$ cat config.mk
export PLATFORM = sky130hd
export DESIGN_NAME = wheel_slip_brake_traction_control
export DESIGN_NICKNAME = d
export VERILOG_FILES = /design/src/hw/rtl/wsbtc_pkg.sv /design/src/hw/rtl/wheel_slip_brake_traction_control.sv /design/src/hw/rtl/wsbtc_core.sv
export SDC_FILE = /design/constraint.sdc
export NUM_CORES = 2
export LEC_CHECK = 0
export BUFFER_PORTS_ARGS = -buffer_cell sky130_fd_sc_hd__buf_2
export CAP_MARGIN = 10
export CELL_PAD_IN_SITES_DETAIL_PLACEMENT = 1
export CELL_PAD_IN_SITES_GLOBAL_PLACEMENT = 1
export CORE_MARGIN = 2
export CORE_UTILIZATION = 45
export CTS_BUF_LIST = sky130_fd_sc_hd__clkbuf_8
export DETAILED_ROUTE_END_ITERATION = 10
export GPL_ROUTABILITY_DRIVEN = 1
export GPL_TIMING_DRIVEN = 0
export PLACE_DENSITY = 0.86
export SETUP_SLACK_MARGIN = 0.05
export SLEW_MARGIN = 20
export SYNTH_ARGS = -nofsm -noshare
export SYNTH_HDL_FRONTEND = slang
export SYNTH_SLANG_ARGS = --single-unit
$ cat constraint.sdc
create_clock -name clk -period 39.7 [get_ports clk]
set_input_delay 1.985 -clock clk [delete_from_list [all_inputs] [get_ports clk]]
set_output_delay 1.985 -clock clk [all_outputs]
set_load 0.05 [all_outputs]
$ cat src/hw/rtl/wsbtc_pkg.sv
package wsbtc_pkg;

    localparam int SPEED_BITS_DEF = 16;
    localparam int CLAMP_HI       = 100;

    localparam int THR_W  = 15;
    localparam int GAIN_W = 8;
    localparam int CFG_W  = 15;
    localparam int CFG_IDX_W = 3;

    localparam int BRAKE_W = 8;
    localparam int ACCEL_W = 7;
    localparam int FLAG_W  = 3;
    localparam int OUT_W   = 40;

    typedef enum logic [CFG_IDX_W-1:0] {
        CFG_SLIP_ABS  = 3'd0,
        CFG_SLIP_TC   = 3'd1,
        CFG_YAW_THR   = 3'd2,
        CFG_GAIN_ABS  = 3'd3,
        CFG_GAIN_TC   = 3'd4,
        CFG_GAIN_STAB = 3'd5
    } cfg_index_t;

    typedef struct packed {
        logic [THR_W-1:0]  slip_threshold_abs;
        logic [THR_W-1:0]  slip_threshold_traction;
        logic [THR_W-1:0]  yaw_threshold;
        logic [GAIN_W-1:0] gain_abs;
        logic [GAIN_W-1:0] gain_traction;
        logic [GAIN_W-1:0] gain_stability;
    } cfg_t;

    localparam cfg_t CFG_RESET = '{
        slip_threshold_abs:      15'd2,
        slip_threshold_traction: 15'd2,
        yaw_threshold:           15'd10,
        gain_abs:                8'd20,
        gain_traction:           8'd20,
        gain_stability:          8'd15
    };

    typedef struct packed {
        logic abs_enable;
        logic traction_enable;
        logic stability_enable;
    } flags_t;

endpackage

$ cat src/hw/rtl/wheel_slip_brake_traction_control.sv
// Wheel slip brake and traction control. One control sample per request on the
// slave stream gives one result on the master stream. The block accepts a new
// sample every cycle while s_tready is high; a sample passes an input register,
// the correction logic and a result register, whose output drives the master
// stream. A stall on the master side holds the result register and, once the
// input register is also full, drops s_tready. The six control registers are
// written through cfg_wr_en / cfg_index / cfg_data and must only change while
// no sample is in flight.
module wheel_slip_brake_traction_control
    import wsbtc_pkg::*;
#(
    parameter int SPEED_BITS = SPEED_BITS_DEF
)
(
    input  logic                       clk,
    input  logic                       rst_n,
    input  logic                       cfg_wr_en,
    input  logic [CFG_IDX_W-1:0]       cfg_index,
    input  logic [CFG_W-1:0]           cfg_data,
    input  logic                       s_tvalid,
    output logic                       s_tready,
    // vehicle_speed, wheel_front_left, wheel_front_right, wheel_rear_left,
    // wheel_rear_right, yaw_rate, driver_brake, driver_accel, zero fill
    input  logic [((6*SPEED_BITS+16+7)/8)*8-1:0] s_tdata,
    // abs_enable, traction_enable, stability_enable
    input  logic [FLAG_W-1:0]          s_tuser,
    output logic                       m_tvalid,
    input  logic                       m_tready,
    // brake_front_left, brake_front_right, brake_rear_left, brake_rear_right,
    // accel_correction, zero fill
    output logic [OUT_W-1:0]           m_tdata
);

    localparam int FIELD_W = 6*SPEED_BITS + 16;
    localparam int DB_LO   = 6*SPEED_BITS;
    localparam int DA_LO   = 6*SPEED_BITS + 8;

    cfg_t                       cfg_reg;
    logic                       in_valid_reg;
    logic [FIELD_W-1:0]         in_data_reg;
    logic [FLAG_W-1:0]          in_user_reg;
    logic                       out_valid_reg;
    logic [OUT_W-1:0]           out_data_reg;
    logic [OUT_W-1:0]           out_data_next;
    logic                       out_ready;
    logic                       in_accept;
    logic [3:0][SPEED_BITS-1:0] wheel;
    logic [3:0][BRAKE_W-1:0]    brake;
    logic [ACCEL_W-1:0]         accel;
    flags_t                     flags;

    assign out_ready = !out_valid_reg || m_tready;
    assign s_tready  = !in_valid_reg || out_ready;
    assign in_accept = s_tvalid && s_tready;

    always_ff @(posedge clk or negedge rst_n)
    begin
        if (!rst_n)
            cfg_reg <= CFG_RESET;
        else if (cfg_wr_en)
        begin
            unique case (cfg_index_t'(cfg_index))
                CFG_SLIP_ABS:  cfg_reg.slip_threshold_abs      <= cfg_data;
                CFG_SLIP_TC:   cfg_reg.slip_threshold_traction <= cfg_data;
                CFG_YAW_THR:   cfg_reg.yaw_threshold           <= cfg_data;
                CFG_GAIN_ABS:  cfg_reg.gain_abs                <= cfg_data[GAIN_W-1:0];
                CFG_GAIN_TC:   cfg_reg.gain_traction           <= cfg_data[GAIN_W-1:0];
                CFG_GAIN_STAB: cfg_reg.gain_stability          <= cfg_data[GAIN_W-1:0];
                default:       ;
            endcase
        end
    end

    always_ff @(posedge clk or negedge rst_n)
    begin
        if (!rst_n)
        begin
            in_valid_reg  <= 1'b0;
            out_valid_reg <= 1'b0;
        end
        else
        begin
            if (s_tready)
                in_valid_reg <= s_tvalid;
            if (out_ready)
                out_valid_reg <= in_valid_reg;
        end
    end

    always_ff @(posedge clk)
    begin
        if (in_accept)
        begin
            in_data_reg <= s_tdata[FIELD_W-1:0];
            in_user_reg <= s_tuser;
        end
        if (out_ready && in_valid_reg)
            out_data_reg <= out_data_next;
    end

    always_comb
    begin
        for (int k = 0; k < 4; k++)
            wheel[k] = in_data_reg[(k+1)*SPEED_BITS +: SPEED_BITS];
    end

    assign flags.abs_enable       = in_user_reg[0];
    assign flags.traction_enable  = in_user_reg[1];
    assign flags.stability_enable = in_user_reg[2];

    wsbtc_core #(
        .SPEED_BITS(SPEED_BITS)
    ) u_core (
        .cfg              (cfg_reg),
        .vehicle_speed    (in_data_reg[SPEED_BITS-1:0]),
        .wheel            (wheel),
        .yaw_rate         (in_data_reg[5*SPEED_BITS +: SPEED_BITS]),
        .driver_brake     (in_data_reg[DB_LO +: 8]),
        .driver_accel     (in_data_reg[DA_LO +: 8]),
        .flags            (flags),
        .brake            (brake),
        .accel_correction (accel)
    );

    assign out_data_next = {1'b0, accel, brake[3], brake[2], brake[1], brake[0]};

    assign m_tvalid = out_valid_reg;
    assign m_tdata  = out_data_reg;

endmodule

$ cat src/hw/rtl/wsbtc_core.sv
module wsbtc_core
    import wsbtc_pkg::*;
#(
    parameter int SPEED_BITS = SPEED_BITS_DEF
)
(
    input  cfg_t                              cfg,
    input  logic [SPEED_BITS-1:0]             vehicle_speed,
    input  logic [3:0][SPEED_BITS-1:0]        wheel,
    input  logic [SPEED_BITS-1:0]             yaw_rate,
    input  logic [BRAKE_W-1:0]                driver_brake,
    input  logic [7:0]                        driver_accel,
    input  flags_t                            flags,
    output logic [3:0][BRAKE_W-1:0]           brake,
    output logic [ACCEL_W-1:0]                accel_correction
);

    localparam int CMP_W  = ((SPEED_BITS > THR_W) ? SPEED_BITS : THR_W) + 2;
    localparam int PROD_W = CMP_W + GAIN_W + 1;
    localparam int SUM_W  = PROD_W + 1;
    localparam int EXT_W  = CMP_W - SPEED_BITS;
    localparam int TEXT_W = CMP_W - THR_W;
    localparam int WHEEL_RL = 2;
    localparam int WHEEL_RR = 3;

    function automatic logic signed [SUM_W-1:0] clamp_hi(input logic signed [SUM_W-1:0] x);
        logic signed [SUM_W-1:0] r;
        if (x < 0)
            r = '0;
        else if (x > SUM_W'(CLAMP_HI))
            r = SUM_W'(CLAMP_HI);
        else
            r = x;
        return r;
    endfunction

    logic signed [CMP_W-1:0]  vs_x;
    logic signed [CMP_W-1:0]  yaw_x;
    logic signed [CMP_W-1:0]  ayaw;
    logic signed [CMP_W-1:0]  w_x      [4];
    logic signed [CMP_W-1:0]  ndiff    [4];
    logic                     slip     [4];
    logic signed [PROD_W-1:0] abs_prod [4];
    logic signed [SUM_W-1:0]  b        [4];
    logic signed [CMP_W-1:0]  thr_abs_x;
    logic signed [CMP_W-1:0]  thr_tc_x;
    logic signed [CMP_W-1:0]  thr_yaw_x;
    logic signed [8:0]        g_abs;
    logic signed [8:0]        g_tc;
    logic signed [8:0]        g_stab;
    logic                     stab_hit;
    logic signed [PROD_W-1:0] stab_prod;
    logic signed [SUM_W-1:0]  stab_corr;
    logic                     abs_run;
    logic signed [CMP_W-1:0]  rsum;
    logic signed [CMP_W-1:0]  rsum_adj;
    logic signed [CMP_W-1:0]  avg;
    logic signed [CMP_W-1:0]  tdiff;
    logic signed [PROD_W-1:0] tc_prod;
    logic signed [SUM_W-1:0]  accel_x;

    assign vs_x      = {{EXT_W{vehicle_speed[SPEED_BITS-1]}}, vehicle_speed};
    assign yaw_x     = {{EXT_W{yaw_rate[SPEED_BITS-1]}}, yaw_rate};
    assign ayaw      = yaw_x[CMP_W-1] ? -yaw_x : yaw_x;
    assign thr_abs_x = {{TEXT_W{1'b0}}, cfg.slip_threshold_abs};
    assign thr_tc_x  = {{TEXT_W{1'b0}}, cfg.slip_threshold_traction};
    assign thr_yaw_x = {{TEXT_W{1'b0}}, cfg.yaw_threshold};
    assign g_abs     = {1'b0, cfg.gain_abs};
    assign g_tc      = {1'b0, cfg.gain_traction};
    assign g_stab    = {1'b0, cfg.gain_stability};

    // Stability correction from the excess yaw magnitude
    assign stab_hit  = flags.stability_enable && (ayaw > thr_yaw_x);
    assign stab_prod = PROD_W'(ayaw - thr_yaw_x) * PROD_W'(g_stab);
    assign stab_corr = clamp_hi(SUM_W'(stab_prod));

    assign abs_run = (driver_brake != '0) && flags.abs_enable;

    always_comb
    begin
        for (int k = 0; k < 4; k++)
        begin
            w_x[k]      = {{EXT_W{wheel[k][SPEED_BITS-1]}}, wheel[k]};
            ndiff[k]    = w_x[k] - vs_x;
            slip[k]     = (vs_x - w_x[k]) > thr_abs_x;
            abs_prod[k] = PROD_W'(ndiff[k]) * PROD_W'(g_abs);
            b[k]        = SUM_W'({1'b0, driver_brake});
            if (stab_hit)
            begin
                if ((k == WHEEL_RR && !yaw_x[CMP_W-1] && yaw_x != '0) ||
                    (k == WHEEL_RL && (yaw_x[CMP_W-1] || yaw_x == '0)))
                    b[k] = clamp_hi(b[k] + stab_corr);
                if (slip[k])
                    b[k] = clamp_hi(b[k] + SUM_W'(abs_prod[k]));
            end
            if (abs_run && slip[k])
                b[k] = clamp_hi(b[k] + SUM_W'(abs_prod[k]));
            brake[k] = b[k][BRAKE_W-1:0];
        end
    end

    // Rear average rounds toward zero: bias negative sums by one before the shift
    assign rsum     = w_x[WHEEL_RL] + w_x[WHEEL_RR];
    assign rsum_adj = rsum + {{(CMP_W-1){1'b0}}, rsum[CMP_W-1]};
    assign avg      = rsum_adj >>> 1;
    assign tdiff    = avg - vs_x;
    assign tc_prod  = PROD_W'(tdiff) * PROD_W'(g_tc);

    always_comb
    begin
        priority if ((driver_accel != '0) && flags.traction_enable)
        begin
            if (tdiff > thr_tc_x)
                accel_x = clamp_hi(SUM_W'(tc_prod));
            else
                accel_x = '0;
        end
        else if (stab_hit)
            accel_x = stab_corr;
        else
            accel_x = '0;
    end

    assign accel_correction = accel_x[ACCEL_W-1:0];

endmodule

* Word-level counts from Yosys, hierarchy flattened *
Cells that the tools add are included.

word-level totals
  bits in registers = 225
  bits in latches = 0
  RAM bits = 0
  memory bits (read-only) = 0
  bits of input ports = 138
  output and inout bits = 42
  word-level logic and storage cells = 141
  memories = 0

cells by class
  $add $sub $neg = 22
  $mul = 6
  divide/modulo/power cells = 0
  magnitude comparators = 28
  eq/ne operators = 5
  shifts and indexed selects = 0
  muxes and demuxes = 42
  bitwise operators = 0
  reductions and logical operators = 27

operator list
  operator                                                                           number
  28-bit two-way mux                                                                 24
  28-bit by 8-bit greater-than comparator with 1-bit output (second input constant)  9
  28-bit by 1-bit less-than comparator with 1-bit output (second input constant)     9
  28-bit by 27-bit adder with 28-bit output                                          6
  16-bit by 16-bit subtractor with 17-bit output                                     8
  18-bit by 16-bit greater-than comparator with 1-bit output                         6
  17-bit by 9-bit multiplier with 26-bit output                                      4
  8-bit two-way mux                                                                  12
  9-bit by 27-bit adder with 28-bit output                                           2
  27-bit by 8-bit greater-than comparator with 1-bit output (second input constant)  2
  27-bit by 1-bit less-than comparator with 1-bit output (second input constant)     2
  7-bit two-way mux                                                                  5
  9-bit by 28-bit adder with 28-bit output                                           1
  18-bit by 9-bit multiplier with 27-bit output                                      1
  19-bit by 9-bit multiplier with 27-bit output                                      1
  18-bit by 16-bit subtractor with 19-bit output                                     1
  18-bit by 1-bit adder with 18-bit output                                           1
  18-bit zero test                                                                   1
  18-bit two-way mux                                                                 1
  16-bit negation with 18-bit output                                                 1
  18-bit nonzero test                                                                1
  17-bit by 16-bit subtractor with 18-bit output                                     1
  16-bit by 16-bit adder with 17-bit output                                          1
  8-bit nonzero test                                                                 2
  other kinds (8)                                                                    28

* Depth between registers and ports, before layout *
  depth in word-level cells = 24
  mapped depth = 75
  gate-level depth less buffers = 74

* By module *
Synthesis repeated with hierarchy kept, for this count alone.

second synthesis, totals
  cell total of the unflattened synthesis = 7294
  area total of the unflattened synthesis = 61077.3 um^2

modules (own cells, without submodules)
  module                             times used  cells each  area an instance (um^2)
  wsbtc_core                         1           6979        53610.2
  wheel_slip_brake_traction_control  1           315         7467.2

* Least setup slack after synthesis *
Ideal clock, no wire load.

  path type = reg2reg
  start = register in_data_reg[83]
  end = register out_data_reg[26] (netlist: m_tdata[26]), data pin
  setup time = 0.256 ns
  arrival = 15.750 ns
  slack = 23.694 ns
  cell stages (with the launch flop) = 70
  path buffers = 1
  path through = edfxtp_1 > or3_1 > or2_2 > or3_1 > o21ai_0 > xnor2_1 > ha_1 > inv_1 > nor3_1 > nand4_1 > nor3_1 > nor3_1 > clkbuf_1 > nand2_1 > inv_1 > ha_1 > xor2_1 > inv_1 > [... 34 more ...] > a2bb2oi_1 > mux2i_1 > a2111oi_0 > and4_1 > a21oi_1 > or2_2 > fa_1 > nor2b_1 > o31a_1 > o31a_1 > o22ai_1 > xnor2_1 > nor4b_1 > nand4_1 > a2111oi_0 > o211a_1 > nand3_1 > a22o_1

RTL lines
  what                    RTL line                                 text
  from (decl)             wheel_slip_brake_traction_control.sv:40  logic [FIELD_W-1:0] in_data_reg;
  from (signal assigned)  wheel_slip_brake_traction_control.sv:94  in_data_reg <= s_tdata[FIELD_W-1:0];
  to (signal assigned)    wheel_slip_brake_traction_control.sv:98  out_data_reg <= out_data_next;
  to (decl)               wheel_slip_brake_traction_control.sv:43  logic [OUT_W-1:0] out_data_reg;

==> reports/results.ini <==
[finish]
multiInputGateArea_sq_um=50100
nets=9349
area_delta_synth_final_pct=7.89
fillers=16677
drive_gt1_frac=0.0556
largest_register_ffs=112
seqCellArea_sq_um=6420
final_common_cell=inv_1
mostFrequentLayoutCells=inv_1 (1232), ha_1 (766), fa_1 (674), nand2_1 (636), and2_1 (426)

[cts]
clk_path_buf_depth=3
ctsResizeCount=0
cts_root_buf=clkbuf_8
ctsHoldBuffers=0
tritoncts=built
htreeDepth=2
cts.sinks=225
cts_setup_buffers=0
clkTransAtPathRegs_ps=60
clock_latency_ps=740
numCtsBuffers=47

[hold_path]
hold_path_class=reg -> reg
min_to=cfg_reg[24]
holdPathStages=1
hp-start=cfg_reg[24]

[route]
dr.pass1.iters=6
vias=57754
vias_per_cell=6.02
drt_iter0_markers=4630
drtAntennaViolNets=0
drcViolationCount=0
drt-total-wl_mm=235
drt-wirelength-per-cell_um=24.4

[critical_path]
startpoint=in_data_reg[95]
r2r_end=m_tdata[20]
end_kind=register
ff2ff_setup_slack_ps=18150
critPathKind=reg -> reg
critPathMaxStageDelay_ps=760
reg2reg_depth=63
path_max_fanout=10
worstPathArrival_ps=22040
crit_slowest_cell=a2111oi_0
reg2reg_from=in_data_reg[95]
startpoint_type=register
required_ps=40200

[yosys]
dominantRegCellSynth=edfxtp_1
ys_types=110
ys_seq_area_frac=0.105
postSynthCellCount=7422
synth-seq-cells=225
syn_avg_cell_area_sq_um=8.27
yosysWarningCount=0
synthesis.area_sq_um=61400
synth-edff-count=154
synthArstFlopShare=0.316

[place]
gp_congestion=0.978
hpwl_mm=195
io_buffer_count=177

[sta]
finalHoldViolations=0
slew_violations=0
max_freq_mhz=46.4
setup_viol=0
period_share=0.543
final.min_clock_period_ps=21550
skew_ps=70.3
tightest_slew_ps=1310
rsz0062_at_grt=false
slew_headroom=0.129
setup_tns_ps=0

[die]
ioPinCount=180
start_util=0.453
fp.dieH_um=373
num_rows=135
core_sq_um=135000
dieArea_sq_um=139000
die_x_um=373

[global_routing]
grtUsageTotal=0.332
antenna_found_initial=16
grt_overflow=0
grt_pass1_wl_mm=361
grt_max_degree=53
grt_pass1_vias=61911

[status]
status=completed

[flow_run]
maxCapViolCount=0

[per-stage QoR]
stage	utilization	hold WS [ps]	setup slack [ps]	cell area [sq um]	instances
floorplan	-	449	23690	61800	7536
global placement	0.479	471	18650	64900	9494
detailed placement	0.481	515	18850	65100	9502
CTS	0.488	527	18750	66100	9589
global route	0.489	536	16780	66200	9593
finish	0.489	532	18150	66200	9598
[layout make-up]
| class | count | share of cell area |
|---|---|---|
| clock inverter | 35 | 0.00457 |
| tap | 1781 | 0.0337 |
| clock buffer | 52 | 0.0108 |
| sequential | 225 | 0.0969 |
| buffer | 199 | 0.0116 |
| antenna | 8 | 0.000302 |
| inverter | 1224 | 0.0694 |
| multi-input combinational | 5888 | 0.757 |
| timing repair buffer | 186 | 0.0156 |
[worst max-delay path by stage]
stage	end	cells past startpoint
detailed placement	m_tdata[20]	63
CTS	m_tdata[20]	63
global route	m_tdata[20]	63
global placement	m_tdata[20]	63
floorplan	m_tdata[26]	69
finish	m_tdata[20]	63
[Yosys cell counts, drive strengths merged, types with 45 or more instances]
cell type     n  area, sq um
clkbuf      191          727
nand3       127          636
mux2         47          529
ha          766         9580
o31ai        46          345
a21o        147         1100
nand4        59          384
o211ai       51          388
nand2b       98          616
o21bai       51          383
inv        1224         4590
and3         66          413
nor4         45          297
nor2        395         1490
xor2        108          946
edfxtp      154         4620
o21a         85          638
nor2b       138          863
a21oi       344         1730
nor3        128          652
and2        428         2680
o21ai       339         1700
a211oi       61          473
a31oi        73          457
xnor2       224         1980
dfrtp        59         1480
nand2       636         2390
fa          674        13500
[per-layer routing]
layer	wire length [um]	vias to the layer above	track usage
met1	94700	29174	0.417
met3	18600	651	0.0622
li1	-	25790	-
met4	14600	10	0.179
met2	107000	2129	0.541
met5	67	-	0
[critical path: cells and delay by family (launching register included)]
kind | cells | cell delay, ps
compound gates | 30 | 11010
xor+xnor | 1 | 370
fa+ha+maj | 9 | 3730
buf+inv | 7 | 1580
flops | 1 | 310
simple gates | 16 | 4320
[kinds of logic after synthesis]
group                      share of synthesized area
other                                       0.000122
and+or+nand+nor                                0.196
AOI/OAI and AO/OA                              0.174
buffers and inverters                         0.0873
adders and majority gates                      0.376
DFF                                            0.105
xor gates and xnor gates                      0.0481
muxes                                         0.0138
Power is not shown: default switching activity piles up to over one toggle a cycle in this logic, so the estimate is an artifact.
